## src/design/ltl_pkg.sv

```systemverilog
// ----------------------------------------------------------------------------
// ltl_pkg: shared types and constants of the Lisp token lexer
// Token layout, kind and operator codes, character classes and keyword lookup.
// ----------------------------------------------------------------------------
package ltl_pkg;

	localparam int NAME_CHARS_DEF  = 8;
	localparam int NUMBER_BITS_DEF = 32;
	localparam int QUEUE_DEPTH     = 8;

	localparam int CHAR_W   = 8;
	localparam int KIND_W   = 3;
	localparam int NUMBER_W = 32;
	localparam int OP_W     = 4;
	localparam int CHARS_W  = 64;
	localparam int LEN_W    = 4;
	localparam int KW_W     = 3;

	// token kinds
	localparam logic [KIND_W-1:0] KIND_INT   = 3'd0;
	localparam logic [KIND_W-1:0] KIND_NAME  = 3'd1;
	localparam logic [KIND_W-1:0] KIND_OP    = 3'd2;
	localparam logic [KIND_W-1:0] KIND_OPEN  = 3'd3;
	localparam logic [KIND_W-1:0] KIND_CLOSE = 3'd4;
	localparam logic [KIND_W-1:0] KIND_END   = 3'd5;
	localparam logic [KIND_W-1:0] KIND_ERR   = 3'd6;

	// operator codes
	localparam logic [OP_W-1:0] OP_ADD = 4'd0;
	localparam logic [OP_W-1:0] OP_SUB = 4'd1;
	localparam logic [OP_W-1:0] OP_MUL = 4'd2;
	localparam logic [OP_W-1:0] OP_DIV = 4'd3;
	localparam logic [OP_W-1:0] OP_EQ  = 4'd4;
	localparam logic [OP_W-1:0] OP_LT  = 4'd5;
	localparam logic [OP_W-1:0] OP_LE  = 4'd6;
	localparam logic [OP_W-1:0] OP_GT  = 4'd7;
	localparam logic [OP_W-1:0] OP_GE  = 4'd8;

	// keyword codes
	localparam logic [KW_W-1:0] KW_NONE  = 3'd0;
	localparam logic [KW_W-1:0] KW_IF    = 3'd1;
	localparam logic [KW_W-1:0] KW_T     = 3'd2;
	localparam logic [KW_W-1:0] KW_NIL   = 3'd3;
	localparam logic [KW_W-1:0] KW_SETQ  = 3'd4;
	localparam logic [KW_W-1:0] KW_DEFUN = 3'd5;

	// keyword spellings, first character in the low byte
	localparam logic [CHARS_W-1:0] KW_IF_CHARS    = 64'h6669;
	localparam logic [CHARS_W-1:0] KW_T_CHARS     = 64'h74;
	localparam logic [CHARS_W-1:0] KW_NIL_CHARS   = 64'h6C696E;
	localparam logic [CHARS_W-1:0] KW_SETQ_CHARS  = 64'h71746573;
	localparam logic [CHARS_W-1:0] KW_DEFUN_CHARS = 64'h6E75666564;

	// characters
	localparam logic [CHAR_W-1:0] CH_NUL   = 8'h00;
	localparam logic [CHAR_W-1:0] CH_ZERO  = 8'h30;
	localparam logic [CHAR_W-1:0] CH_NINE  = 8'h39;
	localparam logic [CHAR_W-1:0] CH_PLUS  = 8'h2B;
	localparam logic [CHAR_W-1:0] CH_MINUS = 8'h2D;
	localparam logic [CHAR_W-1:0] CH_STAR  = 8'h2A;
	localparam logic [CHAR_W-1:0] CH_SLASH = 8'h2F;
	localparam logic [CHAR_W-1:0] CH_EQ    = 8'h3D;
	localparam logic [CHAR_W-1:0] CH_LT    = 8'h3C;
	localparam logic [CHAR_W-1:0] CH_GT    = 8'h3E;
	localparam logic [CHAR_W-1:0] CH_OPEN  = 8'h28;
	localparam logic [CHAR_W-1:0] CH_CLOSE = 8'h29;
	localparam logic [CHAR_W-1:0] CH_SPACE = 8'h20;
	localparam logic [CHAR_W-1:0] CH_TAB   = 8'h09;
	localparam logic [CHAR_W-1:0] CH_CR    = 8'h0D;
	localparam logic [CHAR_W-1:0] CASE_BIT = 8'h20;

	typedef enum logic [6:0] {
		MODE_IDLE   = 7'b0000001,
		MODE_NUMBER = 7'b0000010,
		MODE_NAME   = 7'b0000100,
		MODE_MINUS  = 7'b0001000,
		MODE_LT     = 7'b0010000,
		MODE_GT     = 7'b0100000,
		MODE_ERROR  = 7'b1000000
	} mode_t;

	typedef struct packed {
		logic [CHAR_W-1:0] ch;
	} text_t;

	typedef struct packed {
		logic [KIND_W-1:0]          kind;
		logic signed [NUMBER_W-1:0] number;
		logic [OP_W-1:0]            op_code;
		logic [CHARS_W-1:0]         name_chars;
		logic [LEN_W-1:0]           name_length;
		logic                       name_truncated;
		logic [KW_W-1:0]            keyword;
		logic [CHAR_W-1:0]          bad_char;
		logic                       last;
	} token_t;

	function automatic logic is_digit(input logic [CHAR_W-1:0] c);
		return (c >= CH_ZERO) && (c <= CH_NINE);
	endfunction

	function automatic logic is_alpha(input logic [CHAR_W-1:0] c);
		logic [CHAR_W-1:0] l;
		l = c | CASE_BIT;
		return (l >= 8'h61) && (l <= 8'h7A);
	endfunction

	function automatic logic is_space(input logic [CHAR_W-1:0] c);
		return (c == CH_SPACE) || ((c >= CH_TAB) && (c <= CH_CR));
	endfunction

	function automatic logic [KW_W-1:0] keyword_of(input logic [CHARS_W-1:0] chars,
			input logic [LEN_W-1:0] len);
		logic [KW_W-1:0] kw;
		if (len == 4'd2 && chars == KW_IF_CHARS) begin
			kw = KW_IF;
		end else if (len == 4'd1 && chars == KW_T_CHARS) begin
			kw = KW_T;
		end else if (len == 4'd3 && chars == KW_NIL_CHARS) begin
			kw = KW_NIL;
		end else if (len == 4'd4 && chars == KW_SETQ_CHARS) begin
			kw = KW_SETQ;
		end else if (len == 4'd5 && chars == KW_DEFUN_CHARS) begin
			kw = KW_DEFUN;
		end else begin
			kw = KW_NONE;
		end
		return kw;
	endfunction

endpackage

```

## src/design/ltl_stream_if.sv

```systemverilog
// ----------------------------------------------------------------------------
// ltl_stream_if: valid/ready stream channel
// One request moves at a rising edge with valid and ready both high.
// ----------------------------------------------------------------------------
interface ltl_stream_if #(
	parameter type payload_t = logic [7:0]
) ();
	logic     valid;
	logic     ready;
	payload_t data;

	modport source (output valid, output data, input ready);
	modport sink (input valid, input data, output ready);
endinterface

```

## src/design/ltl_step.sv

```systemverilog
// ----------------------------------------------------------------------------
// ltl_step: one lexer step
// Combinational next state and up to two tokens for one character.
// ----------------------------------------------------------------------------
module ltl_step import ltl_pkg::*; #(
	parameter int NAME_CHARS  = NAME_CHARS_DEF,
	parameter int NUMBER_BITS = NUMBER_BITS_DEF,
	localparam int CNT_W = $clog2(NAME_CHARS + 1)
) (
	input  logic [CHAR_W-1:0]       ch,
	input  mode_t                   mode,
	input  logic [NUMBER_BITS-1:0]  acc,
	input  logic                    neg,
	input  logic [8*NAME_CHARS-1:0] nbuf,
	input  logic [CNT_W-1:0]        ncnt,
	input  logic                    novf,
	output mode_t                   mode_nxt,
	output logic [NUMBER_BITS-1:0]  acc_nxt,
	output logic                    neg_nxt,
	output logic [8*NAME_CHARS-1:0] nbuf_nxt,
	output logic [CNT_W-1:0]        ncnt_nxt,
	output logic                    novf_nxt,
	output token_t                  res0,
	output token_t                  res1,
	output logic [1:0]              res_n
);

	logic [NUMBER_BITS-1:0]  digit;
	logic [CHAR_W-1:0]       lc;
	logic [NUMBER_BITS-1:0]  mag;
	logic [LEN_W-1:0]        len4;
	logic [CHARS_W-1:0]      chars64;

	mode_t                   idl_mode;
	logic [NUMBER_BITS-1:0]  idl_acc;
	logic [8*NAME_CHARS-1:0] idl_nbuf;
	logic [CNT_W-1:0]        idl_cnt;
	token_t                  q;
	logic                    q_en;

	token_t                  p;
	logic                    p_en;
	logic                    take_idle;

	assign digit   = NUMBER_BITS'(ch[3:0]);
	assign lc      = is_alpha(ch) ? (ch | CASE_BIT) : ch;
	assign mag     = neg ? (~acc + 1'b1) : acc;
	assign len4    = LEN_W'(ncnt);
	assign chars64 = CHARS_W'(nbuf);

	// character with nothing pending
	always_comb begin
		idl_mode = MODE_IDLE;
		idl_acc  = '0;
		idl_nbuf = '0;
		idl_cnt  = '0;
		q        = '0;
		q_en     = 1'b0;
		if (ch == CH_NUL) begin
			q.kind = KIND_END;
			q_en   = 1'b1;
		end else if (is_space(ch)) begin
			q_en = 1'b0;
		end else if (is_digit(ch)) begin
			idl_mode = MODE_NUMBER;
			idl_acc  = digit;
		end else if (is_alpha(ch)) begin
			idl_mode      = MODE_NAME;
			idl_nbuf[7:0] = lc;
			idl_cnt       = CNT_W'(1);
		end else begin
			unique case (ch)
				CH_MINUS: idl_mode = MODE_MINUS;
				CH_LT:    idl_mode = MODE_LT;
				CH_GT:    idl_mode = MODE_GT;
				CH_PLUS: begin
					q.kind = KIND_OP; q.op_code = OP_ADD; q_en = 1'b1;
				end
				CH_STAR: begin
					q.kind = KIND_OP; q.op_code = OP_MUL; q_en = 1'b1;
				end
				CH_SLASH: begin
					q.kind = KIND_OP; q.op_code = OP_DIV; q_en = 1'b1;
				end
				CH_EQ: begin
					q.kind = KIND_OP; q.op_code = OP_EQ; q_en = 1'b1;
				end
				CH_OPEN: begin
					q.kind = KIND_OPEN; q_en = 1'b1;
				end
				CH_CLOSE: begin
					q.kind = KIND_CLOSE; q_en = 1'b1;
				end
				default: begin
					q.kind     = KIND_ERR;
					q.bad_char = ch;
					q_en       = 1'b1;
					idl_mode   = MODE_ERROR;
				end
			endcase
		end
	end

	// pending token and mode update
	always_comb begin
		mode_nxt  = mode;
		acc_nxt   = acc;
		neg_nxt   = neg;
		nbuf_nxt  = nbuf;
		ncnt_nxt  = ncnt;
		novf_nxt  = novf;
		p         = '0;
		p_en      = 1'b0;
		take_idle = 1'b0;
		unique case (mode)
			MODE_NUMBER: begin
				if (is_digit(ch)) begin
					acc_nxt = (acc << 3) + (acc << 1) + digit;
				end else begin
					p.kind    = KIND_INT;
					p.number  = NUMBER_W'(signed'(mag));
					p_en      = 1'b1;
					take_idle = 1'b1;
				end
			end
			MODE_NAME: begin
				if (is_alpha(ch) || is_digit(ch)) begin
					if (ncnt < CNT_W'(NAME_CHARS)) begin
						for (int i = 0; i < NAME_CHARS; i++) begin
							if (ncnt == CNT_W'(i)) begin
								nbuf_nxt[8*i +: 8] = lc;
							end
						end
						ncnt_nxt = ncnt + 1'b1;
					end else begin
						novf_nxt = 1'b1;
					end
				end else begin
					p.kind           = KIND_NAME;
					p.name_chars     = chars64;
					p.name_length    = len4;
					p.name_truncated = novf;
					p.keyword        = novf ? KW_NONE : keyword_of(chars64, len4);
					p_en             = 1'b1;
					take_idle        = 1'b1;
				end
			end
			MODE_MINUS: begin
				if (is_digit(ch)) begin
					mode_nxt = MODE_NUMBER;
					acc_nxt  = digit;
					neg_nxt  = 1'b1;
				end else begin
					p.kind    = KIND_OP;
					p.op_code = OP_SUB;
					p_en      = 1'b1;
					take_idle = 1'b1;
				end
			end
			MODE_LT, MODE_GT: begin
				p.kind = KIND_OP;
				p_en   = 1'b1;
				if (ch == CH_EQ) begin
					p.op_code = (mode == MODE_LT) ? OP_LE : OP_GE;
					mode_nxt  = MODE_IDLE;
					acc_nxt   = '0;
					neg_nxt   = 1'b0;
					nbuf_nxt  = '0;
					ncnt_nxt  = '0;
					novf_nxt  = 1'b0;
				end else begin
					p.op_code = (mode == MODE_LT) ? OP_LT : OP_GT;
					take_idle = 1'b1;
				end
			end
			MODE_ERROR: begin
				if (ch == CH_NUL) begin
					p.kind   = KIND_END;
					p_en     = 1'b1;
					mode_nxt = MODE_IDLE;
					acc_nxt  = '0;
					neg_nxt  = 1'b0;
					nbuf_nxt = '0;
					ncnt_nxt = '0;
					novf_nxt = 1'b0;
				end
			end
			default: begin
				take_idle = 1'b1;
			end
		endcase
		if (take_idle) begin
			mode_nxt = idl_mode;
			acc_nxt  = idl_acc;
			neg_nxt  = 1'b0;
			nbuf_nxt = idl_nbuf;
			ncnt_nxt = idl_cnt;
			novf_nxt = 1'b0;
		end
	end

	// order the tokens and mark the final one
	always_comb begin
		res_n = {1'b0, p_en} + {1'b0, take_idle & q_en};
		res0  = p_en ? p : q;
		res1  = q;
		if (res_n == 2'd2) begin
			res1.last = 1'b1;
		end else begin
			res0.last = 1'b1;
		end
	end

endmodule

```

## src/design/ltl_queue.sv

```systemverilog
// ----------------------------------------------------------------------------
// ltl_queue: token queue
// Register file of tokens; takes up to two per cycle, hands out one.
// ----------------------------------------------------------------------------
module ltl_queue import ltl_pkg::*; #(
	parameter int DEPTH = QUEUE_DEPTH,
	localparam int PTR_W = $clog2(DEPTH),
	localparam int CNT_W = $clog2(DEPTH + 1)
) (
	input  logic             clk,
	input  logic             arst_n,
	input  logic [1:0]       push_n,
	input  token_t           wr0,
	input  token_t           wr1,
	output logic [CNT_W-1:0] level,
	ltl_stream_if.source     token
);

	token_t           mem [DEPTH];
	logic [PTR_W-1:0] wp_q;
	logic [PTR_W-1:0] rp_q;
	logic [CNT_W-1:0] cnt_q;
	logic             pop;

	assign pop         = token.valid & token.ready;
	assign token.valid = (cnt_q != '0);
	assign token.data  = mem[rp_q];
	assign level       = cnt_q;

	always_ff @(posedge clk) begin
		if (push_n != 2'd0) begin
			mem[wp_q] <= wr0;
		end
		if (push_n == 2'd2) begin
			mem[PTR_W'(wp_q + 1'b1)] <= wr1;
		end
	end

	always_ff @(posedge clk or negedge arst_n) begin
		if (!arst_n) begin
			wp_q  <= '0;
			rp_q  <= '0;
			cnt_q <= '0;
		end else begin
			wp_q  <= PTR_W'(wp_q + push_n);
			rp_q  <= PTR_W'(rp_q + pop);
			cnt_q <= CNT_W'(cnt_q + push_n - pop);
		end
	end

endmodule

```

## src/design/lisp_token_lexer.sv

```systemverilog
// ----------------------------------------------------------------------------
// lisp_token_lexer: streaming tokenizer for a small Lisp dialect
// Takes one character per request and hands out the tokens it completes.
// ----------------------------------------------------------------------------
//
//  port    role    payload   per request
//  ------  ------  --------  ------------------------------------------------
//  text    sink    text_t    one ASCII character, zero ends the text
//  token   source  token_t   one token; last marks the final one of a char
//
// One character a cycle unless text.ready holds it back: each character is
// registered, then the step logic (multiply by ten, name append, keyword
// compare) runs in the next cycle and writes zero, one or two tokens into
// an eight-entry token queue. text.ready drops only while the queue could
// not take two more tokens for each character in flight; a stalled token
// side never blocks the step. Reset clears the lexer state and the queue;
// there is no clearing pass.
// ----------------------------------------------------------------------------
module lisp_token_lexer import ltl_pkg::*; #(
	parameter int NAME_CHARS  = NAME_CHARS_DEF,
	parameter int NUMBER_BITS = NUMBER_BITS_DEF
) (
	input  logic         clk,
	input  logic         arst_n,
	ltl_stream_if.sink   text,
	ltl_stream_if.source token
);

	localparam int CNT_W   = $clog2(NAME_CHARS + 1);
	localparam int LEVEL_W = $clog2(QUEUE_DEPTH + 1);

	// input stage
	logic                    valid_s1;
	logic [CHAR_W-1:0]       ch_s1;

	// lexer state
	mode_t                   mode_q;
	logic [NUMBER_BITS-1:0]  acc_q;
	logic                    neg_q;
	logic [8*NAME_CHARS-1:0] nbuf_q;
	logic [CNT_W-1:0]        ncnt_q;
	logic                    novf_q;

	mode_t                   mode_nxt;
	logic [NUMBER_BITS-1:0]  acc_nxt;
	logic                    neg_nxt;
	logic [8*NAME_CHARS-1:0] nbuf_nxt;
	logic [CNT_W-1:0]        ncnt_nxt;
	logic                    novf_nxt;

	token_t                  res0;
	token_t                  res1;
	logic [1:0]              res_n;
	logic [1:0]              push_n;
	logic [LEVEL_W-1:0]      level;
	logic [LEVEL_W:0]        committed;

	// Hold back a new character unless the queue keeps two free slots for it
	// and two more for the character already in the input stage.
	assign committed  = {1'b0, level} + (valid_s1 ? (LEVEL_W + 1)'(2) : '0);
	assign text.ready = (committed <= (LEVEL_W + 1)'(QUEUE_DEPTH - 2));

	always_ff @(posedge clk or negedge arst_n) begin
		if (!arst_n) begin
			valid_s1 <= 1'b0;
		end else begin
			valid_s1 <= text.valid & text.ready;
		end
	end

	always_ff @(posedge clk) begin
		if (text.valid && text.ready) begin
			ch_s1 <= text.data.ch;
		end
	end

	ltl_step #(
		.NAME_CHARS  (NAME_CHARS),
		.NUMBER_BITS (NUMBER_BITS)
	) u_step (
		.ch       (ch_s1),
		.mode     (mode_q),
		.acc      (acc_q),
		.neg      (neg_q),
		.nbuf     (nbuf_q),
		.ncnt     (ncnt_q),
		.novf     (novf_q),
		.mode_nxt (mode_nxt),
		.acc_nxt  (acc_nxt),
		.neg_nxt  (neg_nxt),
		.nbuf_nxt (nbuf_nxt),
		.ncnt_nxt (ncnt_nxt),
		.novf_nxt (novf_nxt),
		.res0     (res0),
		.res1     (res1),
		.res_n    (res_n)
	);

	// Advance the lexer state only on a character in the input stage.
	always_ff @(posedge clk or negedge arst_n) begin
		if (!arst_n) begin
			mode_q <= MODE_IDLE;
			acc_q  <= '0;
			neg_q  <= 1'b0;
			nbuf_q <= '0;
			ncnt_q <= '0;
			novf_q <= 1'b0;
		end else if (valid_s1) begin
			mode_q <= mode_nxt;
			acc_q  <= acc_nxt;
			neg_q  <= neg_nxt;
			nbuf_q <= nbuf_nxt;
			ncnt_q <= ncnt_nxt;
			novf_q <= novf_nxt;
		end
	end

	assign push_n = valid_s1 ? res_n : 2'd0;

	ltl_queue #(
		.DEPTH (QUEUE_DEPTH)
	) u_queue (
		.clk    (clk),
		.arst_n (arst_n),
		.push_n (push_n),
		.wr0    (res0),
		.wr1    (res1),
		.level  (level),
		.token  (token)
	);

	// the queue always has room for the tokens of the staged character
	a_queue_room: assert property (@(posedge clk) disable iff (!arst_n)
		valid_s1 |-> ({1'b0, level} + (LEVEL_W + 1)'(2)) <= (LEVEL_W + 1)'(QUEUE_DEPTH))
		else $error("token queue overrun");

	// end of text returns the lexer to its reset state
	a_end_clears: assert property (@(posedge clk) disable iff (!arst_n)
		(valid_s1 && ch_s1 == CH_NUL) |=>
			(mode_q == MODE_IDLE && acc_q == '0 && ncnt_q == '0 && !neg_q && !novf_q))
		else $error("state not cleared at end of text");

	// an end token is always the final token of its character
	a_end_last: assert property (@(posedge clk) disable iff (!arst_n)
		(token.valid && token.data.kind == KIND_END) |-> token.data.last)
		else $error("end token not marked last");

endmodule

```

## src/flat_wrapper.sv

```systemverilog
// flat-port wrapper written by rule: the top's interface ports become plain ports
module lisp_token_lexer_flat import ltl_pkg::*;
#(
	parameter int NAME_CHARS  = NAME_CHARS_DEF,
	parameter int NUMBER_BITS = NUMBER_BITS_DEF
)
  (clk, arst_n, text_valid, text_data, text_ready, token_valid, token_data, token_ready);
  ltl_stream_if #(.payload_t(text_t)) text_i ();
  ltl_stream_if #(.payload_t(token_t)) token_i ();
  input  logic clk;
  input  logic arst_n;
  input wire logic [$bits(text_i.valid)-1:0] text_valid;
  input wire logic [$bits(text_i.data)-1:0] text_data;
  output wire logic [$bits(text_i.ready)-1:0] text_ready;
  output wire logic [$bits(token_i.valid)-1:0] token_valid;
  output wire logic [$bits(token_i.data)-1:0] token_data;
  input wire logic [$bits(token_i.ready)-1:0] token_ready;
  assign text_i.valid = text_valid;
  assign text_i.data = text_data;
  assign text_ready = text_i.ready;
  assign token_valid = token_i.valid;
  assign token_data = token_i.data;
  assign token_i.ready = token_ready;
  lisp_token_lexer #(.NAME_CHARS(NAME_CHARS), .NUMBER_BITS(NUMBER_BITS)) u_core (.clk(clk), .arst_n(arst_n), .text(text_i), .token(token_i));
endmodule
```

## config.mk

```make
export PLATFORM = sky130hd
export DESIGN_NAME = lisp_token_lexer_flat
export DESIGN_NICKNAME = d
export VERILOG_FILES = /design/src/design/ltl_pkg.sv /design/src/design/ltl_stream_if.sv /design/src/design/ltl_step.sv /design/src/design/ltl_queue.sv /design/src/design/lisp_token_lexer.sv /design/src/flat_wrapper.sv
export SDC_FILE = /design/constraint.sdc
export NUM_CORES = 2
export LEC_CHECK = 0
export BUFFER_PORTS_ARGS = -buffer_cell sky130_fd_sc_hd__buf_2
export CAP_MARGIN = 15
export CELL_PAD_IN_SITES_DETAIL_PLACEMENT = 1
export CELL_PAD_IN_SITES_GLOBAL_PLACEMENT = 1
export CORE_MARGIN = 2
export CORE_UTILIZATION = 50
export DETAILED_ROUTE_END_ITERATION = 8
export HOLD_SLACK_MARGIN = 0.1
export PLACE_DENSITY_LB_ADDON = 0.1
export SLEW_MARGIN = 10
export SYNTH_ARGS = -nofsm -noshare
export SYNTH_HDL_FRONTEND = slang
export SYNTH_SLANG_ARGS = --single-unit
```

## constraint.sdc

```tcl
create_clock -name clk -period 6.51 [get_ports clk]
set_input_delay 0.9765 -clock clk [delete_from_list [all_inputs] [get_ports clk]]
set_output_delay 0.9765 -clock clk [all_outputs]
set_load 0.02 [all_outputs]
```

* Word-level counts from Yosys, hierarchy flattened
Memory sizes are Yosys's and may differ from the RTL's. Index checks and enable logic that the tools add are counted.
Operators by class: $add $sub $neg 11, $lt $le $gt $ge 8, equality and inequality tests 45, muxes and demuxes 112, reductions and logical operators 36, bitwise gates (word level) 4
Operator list (number):
- 64-bit two-way mux | 5
- 32-bit two-way mux | 9
- 64-bit case mux with 3 select lines | 1
- 72-bit two-way mux | 2
- 8-bit two-way mux | 17
- 32-bit case mux with 4 select lines | 1
- 120-bit two-way mux | 1
- 8-bit by 6-bit equality test with 1-bit output (second input constant) | 10
- 64-bit by 15-bit equality test with 1-bit output (second input constant) | 1
- 64-bit by 23-bit equality test with 1-bit output (second input constant) | 1
- 64-bit by 31-bit equality test with 1-bit output (second input constant) | 1
- 64-bit by 39-bit equality test with 1-bit output (second input constant) | 1
- 64-bit by 7-bit equality test with 1-bit output (second input constant) | 1
- 7-bit two-way mux | 8
- 7-bit AND reduction | 8
- 3-bit two-way mux | 15
- 3-bit inequality test (second input constant) | 15
- 4-bit two-way mux | 10
- 32-bit by 1-bit adder with 32-bit output (second input constant) | 1
- 32-bit adder | 1
- 32-bit by 4-bit adder with 32-bit output | 1
- 32-bit inverter | 1
- 7-bit case mux with 4 select lines | 1
- 1-bit two-way mux | 27
- other kinds (51) | 77
Storage, ports and cells: logic and storage cells 235, output and inout bits 122, bits in registers 128, memories 1, bits in writable memories 960, bits of input ports 12
Memories:
- u_core.u_queue.mem | words 8, bits a word 120, read ports 1, clocked after Yosys merged registers in 0, write ports 2, RTL line ltl_queue.sv:19 | token_t mem [DEPTH];

* Depth between registers and ports, before layout
depth after elaboration 13, gate-level depth with buffers 19, depth with buffers taken out 15

* By module
A second synthesis with hierarchy kept.
Second synthesis, totals: cells, all modules 3776, area, all modules 58856.4 um2
By module, submodules not included:
- ltl_queue | cells an instance 2523, times used 1, seq. area each 29077.9 um2, area each 47939.7 um2
- ltl_step | cells an instance 1002, times used 1, seq. area each 0.0 um2, area each 6497.5 um2
- lisp_token_lexer | cells an instance 251, times used 1, seq. area each 2994.1 um2, area each 4419.2 um2

* Worst setup path after synthesis
OpenSTA, ideal clock, no wires.
kind flip-flop to flip-flop, start point reg u_core.mode_q[3], end point mem u_core.u_queue.mem[2][0] in the netlist's numbering, enable pin, period minus slack after synthesis 4.550 ns, data arrival time 4.233 ns, path buffers 4, cell stages (with the launch flop) 17, required time 6.193 ns, library setup time 0.317 ns, slack 1.960 ns, cells stage by stage dfrtp_1 -> buf_2 -> or4b_2 -> a211oi_1 -> a2111oi_2 -> o21ai_2 -> nor2_1 -> nor3b_1 -> ha_1 -> o21ai_0 -> or2_2 -> nor2_1 -> clkbuf_1 -> nor2_1 -> clkbuf_1 -> clkbuf_1 -> inv_1
RTL lines:
- start, declared | RTL line lisp_token_lexer.sv:37 | mode_t mode_q;
- start signal, assigned | RTL line lisp_token_lexer.sv:109 | mode_q <= mode_nxt;
- end, declared | RTL line ltl_queue.sv:19

==> run_results.csv <==
group,metric,value,unit
clock_tree,cts_resized,0,
clock_tree,htree_levels,3,
critical_path,critPathCaptureType,"flop",
placed_design,place_area,0.0473,mm2
clock_tree,cts_buffer_depth,3,
critical_path,path_max_fanout,73,
job,max_cap_viol_count,0,
global_route,antenna_found_initial,5,
sta,tns,0,ns
floorplan,die_h,306,um
power_and_ir_drop,intPower,12.7,mW
clock_tree,root_buffer,"clkbuf_16",
layout,final_cell_mix,"nand2_1 (886), dfxtp_1 (840), o21ai_0 (751)",
clock_tree,hold_buffers,0,
logic_synthesis,syn_avg_cell_area,10.6,um2
logic_synthesis,syn-num-nets,4402,
power_and_ir_drop,irDropWorstVdd,0.000362,V
layout,final_area,0.0511,mm2
critical_path,crit_type,"reg2reg",
floorplan,boundaryPins,134,
route,dr.pass1.iters,6,
route,post_drt_wl_per_cell,25.9,um
sta,slew-limit-headroom,0.160,
floorplan,chipWidth,306,um
placed_design,place_congestion,0.855,
layout,fin_nets,4419,
logic_synthesis,synth-seq-cells,1088,
critical_path,critical_path_arrival,6.59,ns
sta,setup_viol_count_final,0,
layout,layout_commonest_cell,"nand2_1",
floorplan,rows,110,
power_and_ir_drop,clkPwrFrac,0.337,
sta,grt_setup_unrepaired,"no",
global_route,grt_pass1_vias,36800,
route,finalWirelength,145,mm
sta,hold_viol,0,
logic_synthesis,syn_area,0.0455,mm2
power_and_ir_drop,switching_power,6.69,mW
clock_tree,clock_sinks,1088,
power_and_ir_drop,sw_frac_of_total,0.345,
power_and_ir_drop,combPwrFrac,0.262,
layout,n_fill_cell,9595,
power_and_ir_drop,p_leak,19.4,nW
floorplan,die-area,0.0934,mm2
logic_synthesis,synth.largest_area_cell,"dfxtp_1",
logic_synthesis,synth_edf_count,128,
sta,worstMarginPinSlew,1.26,ns
logic_synthesis,syn_inst,4307,
sta,period_share,0.921,
logic_synthesis,synth_ff_type,"dfxtp_1",
global_route,grt_max_degree,106,
route,route.detailed.drc,0,
logic_synthesis,synth.distinct_cells,77,
clock_tree,cts_tree,"built",
sta,finClkSkew,0.0264,ns
sta,drv_slew,0,
global_route,grt_pass1_wl,224,mm
floorplan,fp.coreArea,0.0900,mm2
global_route,overflow,0,
layout,area_growth,12.4,%
clock_tree,clk_pin_slew,0.06,ns
run_status,outcome,"finished clean",
logic_synthesis,yosysSeqAreaShare,0.520,
global_route,grtUsageTotal,0.309,
sta,fin_crit,6.00,ns
clock_tree,postCtsSetupRepairBufs,0,
floorplan,start_util,0.505,
logic_synthesis,yosysWarnings,0,
power_and_ir_drop,cellPowerDensity,380,mW/mm2
clock_tree,cts_buffers,114,
power_and_ir_drop,seqPwrFrac,0.401,
sta,fmax,167,MHz
critical_path,start_kind,"flop",
clock_tree,clock_latency,0.71,ns
route,drtIter0Drc,2693,
route,vias,34800,
power_and_ir_drop,power,19.4,mW
hold_path,min-delay-path-class,"in2async",
logic_synthesis,yosys.area.top_type_share,0.370,
layout,drive_gt1_frac,0.190,
critical_path,cp.required,7.10,ns
route,postRouteAntennaNets,0,
logic_synthesis,synth-async-reset-ratio,0.110,
route,routed_via_density,6.21,
placed_design,dp_hpwl,83.2,mm
logic_synthesis,synth_area_leaders,"dfxtp_1 (37%), mux4_2 (12%), edfxtp_1 (8.5%), o21ai_0 (8.3%), nand2_1 (7.4%)",
placed_design,io_buffers,133,
## synth_stat cells (all sizes together), types with 4 or more instances
cell,instances
o21a,6
or4,7
a21o,11
nand3,18
nor4,19
nor2b,24
buf,41
xnor2,25
dfxtp,840
nand4,17
ha,79
a211oi,9
o21ai,764
o22ai,41
or3,16
o31ai,15
dfrtp,119
nor3,29
and2,10
a22o,160
nand2,893
and3,8
nand4b,4
nand2b,12
nor2,159
edfxtp,128
nor3b,6
mux4,240
mux2,170
xor2,42
inv,35
a21oi,64
clkbuf,247
fa,4
a31oi,7
## worst max-delay path, stage by stage, from the launching register on
cell	delay (ns)
edfxtp_1	0.79
or4_1	0.23
nor2_1	0.06
o31ai_1	0.86
o21ai_0	0.34
nor4_1	0.38
buf_4	0.26
inv_2	0.10
ha_1	0.34
o21ai_0	0.35
or2_2	0.23
nor2_2	0.07
nor2_4	0.08
buf_4	0.47
buf_4	0.90
nand2_1	0.17
o21ai_0	0.14
## final cells by class
type                       instances  area [um2]  area share
timing repair buffer             189        1320      0.0257
tap                             1176        1470      0.0288
sequential                      1088       23700       0.463
antenna                            1        2.50   0.0000490
clock buffer                     168        3400      0.0665
inverter                          35         131     0.00257
multi-input combinational       2896       20700       0.406
clock inverter                    47         385     0.00754
## per-layer routing
| metal | vias to the layer above | global-route usage | part of all wire |
|---|---|---|---|
| li1 | 15500 | - | - |
| met1 | 18000 | 0.429 | 0.44 |
| met2 | 1058 | 0.502 | 0.47 |
| met3 | 234 | 0.0450 | 0.060 |
| met4 | 4 | 0.0908 | 0.025 |
| met5 | - | 0.00672 | 0.00048 |
## power groups by stage
stage / Sequential [mW] / Combinational, mW / Clock [mW]
floorplan: 7.53 / 3.51 / 0
global route: 7.84 / 5.39 / 6.90
detailed placement: 7.91 / 5.04 / 0
global placement: 7.89 / 4.98 / 0
CTS: 7.77 / 5.07 / 6.63
finish: 7.79 / 5.08 / 6.55
## per-stage QoR
stage               worst slack, ns  hold slack (ns)  instances   util
floorplan                      1.96            0.420       4307      -
global placement              0.743            0.428       5383  0.526
detailed placement            0.688            0.439       5383  0.526
CTS                           0.593            0.293       5598  0.568
global route                  0.121            0.328       5599  0.568
finish                        0.512            0.296       5600  0.568
## kinds of logic after synthesis
logic type,synth area share
AO/OA/AOI/OAI,0.142
XOR/XNOR,0.0131
adder cells (fa/ha/maj),0.0235
buffers and inverters,0.0271
flip-flops,0.520
multiplexers,0.161
AND/OR/NAND/NOR,0.113
## registers in the layout (all words and copies together), names as in the netlist, 3 cells and up
register,cells
u_core.nbuf_q,64
u_core.mode_q,7
u_core.ch_s1,8
u_core.u_queue.level,4
u_core.u_queue.rp_q,3
u_core.u_queue.wp_q,3
u_core.acc_q,32
u_core.u_queue.mem,960
u_core.ncnt_q,4
## worst paths after layout
path	from	slack, ns	endpoint	cells past startpoint
min	arst_n	0.30	u_core.acc_q[26]	1
min in group clk	u_core.u_queue.mem[5][116]	0.45	u_core.u_queue.mem[5][116]	2
min reg2reg	u_core.u_queue.mem[5][116]	0.45	u_core.u_queue.mem[5][116]	2
max	u_core.ch_s1[0]	0.51	u_core.u_queue.mem[2][33]	16
max in group asynchronous	arst_n	4.83	u_core.u_queue.wp_q[2]	2
max reg2reg	u_core.ch_s1[0]	0.51	u_core.u_queue.mem[2][33]	16
Note: power is estimated with default switching activity, not from simulation.
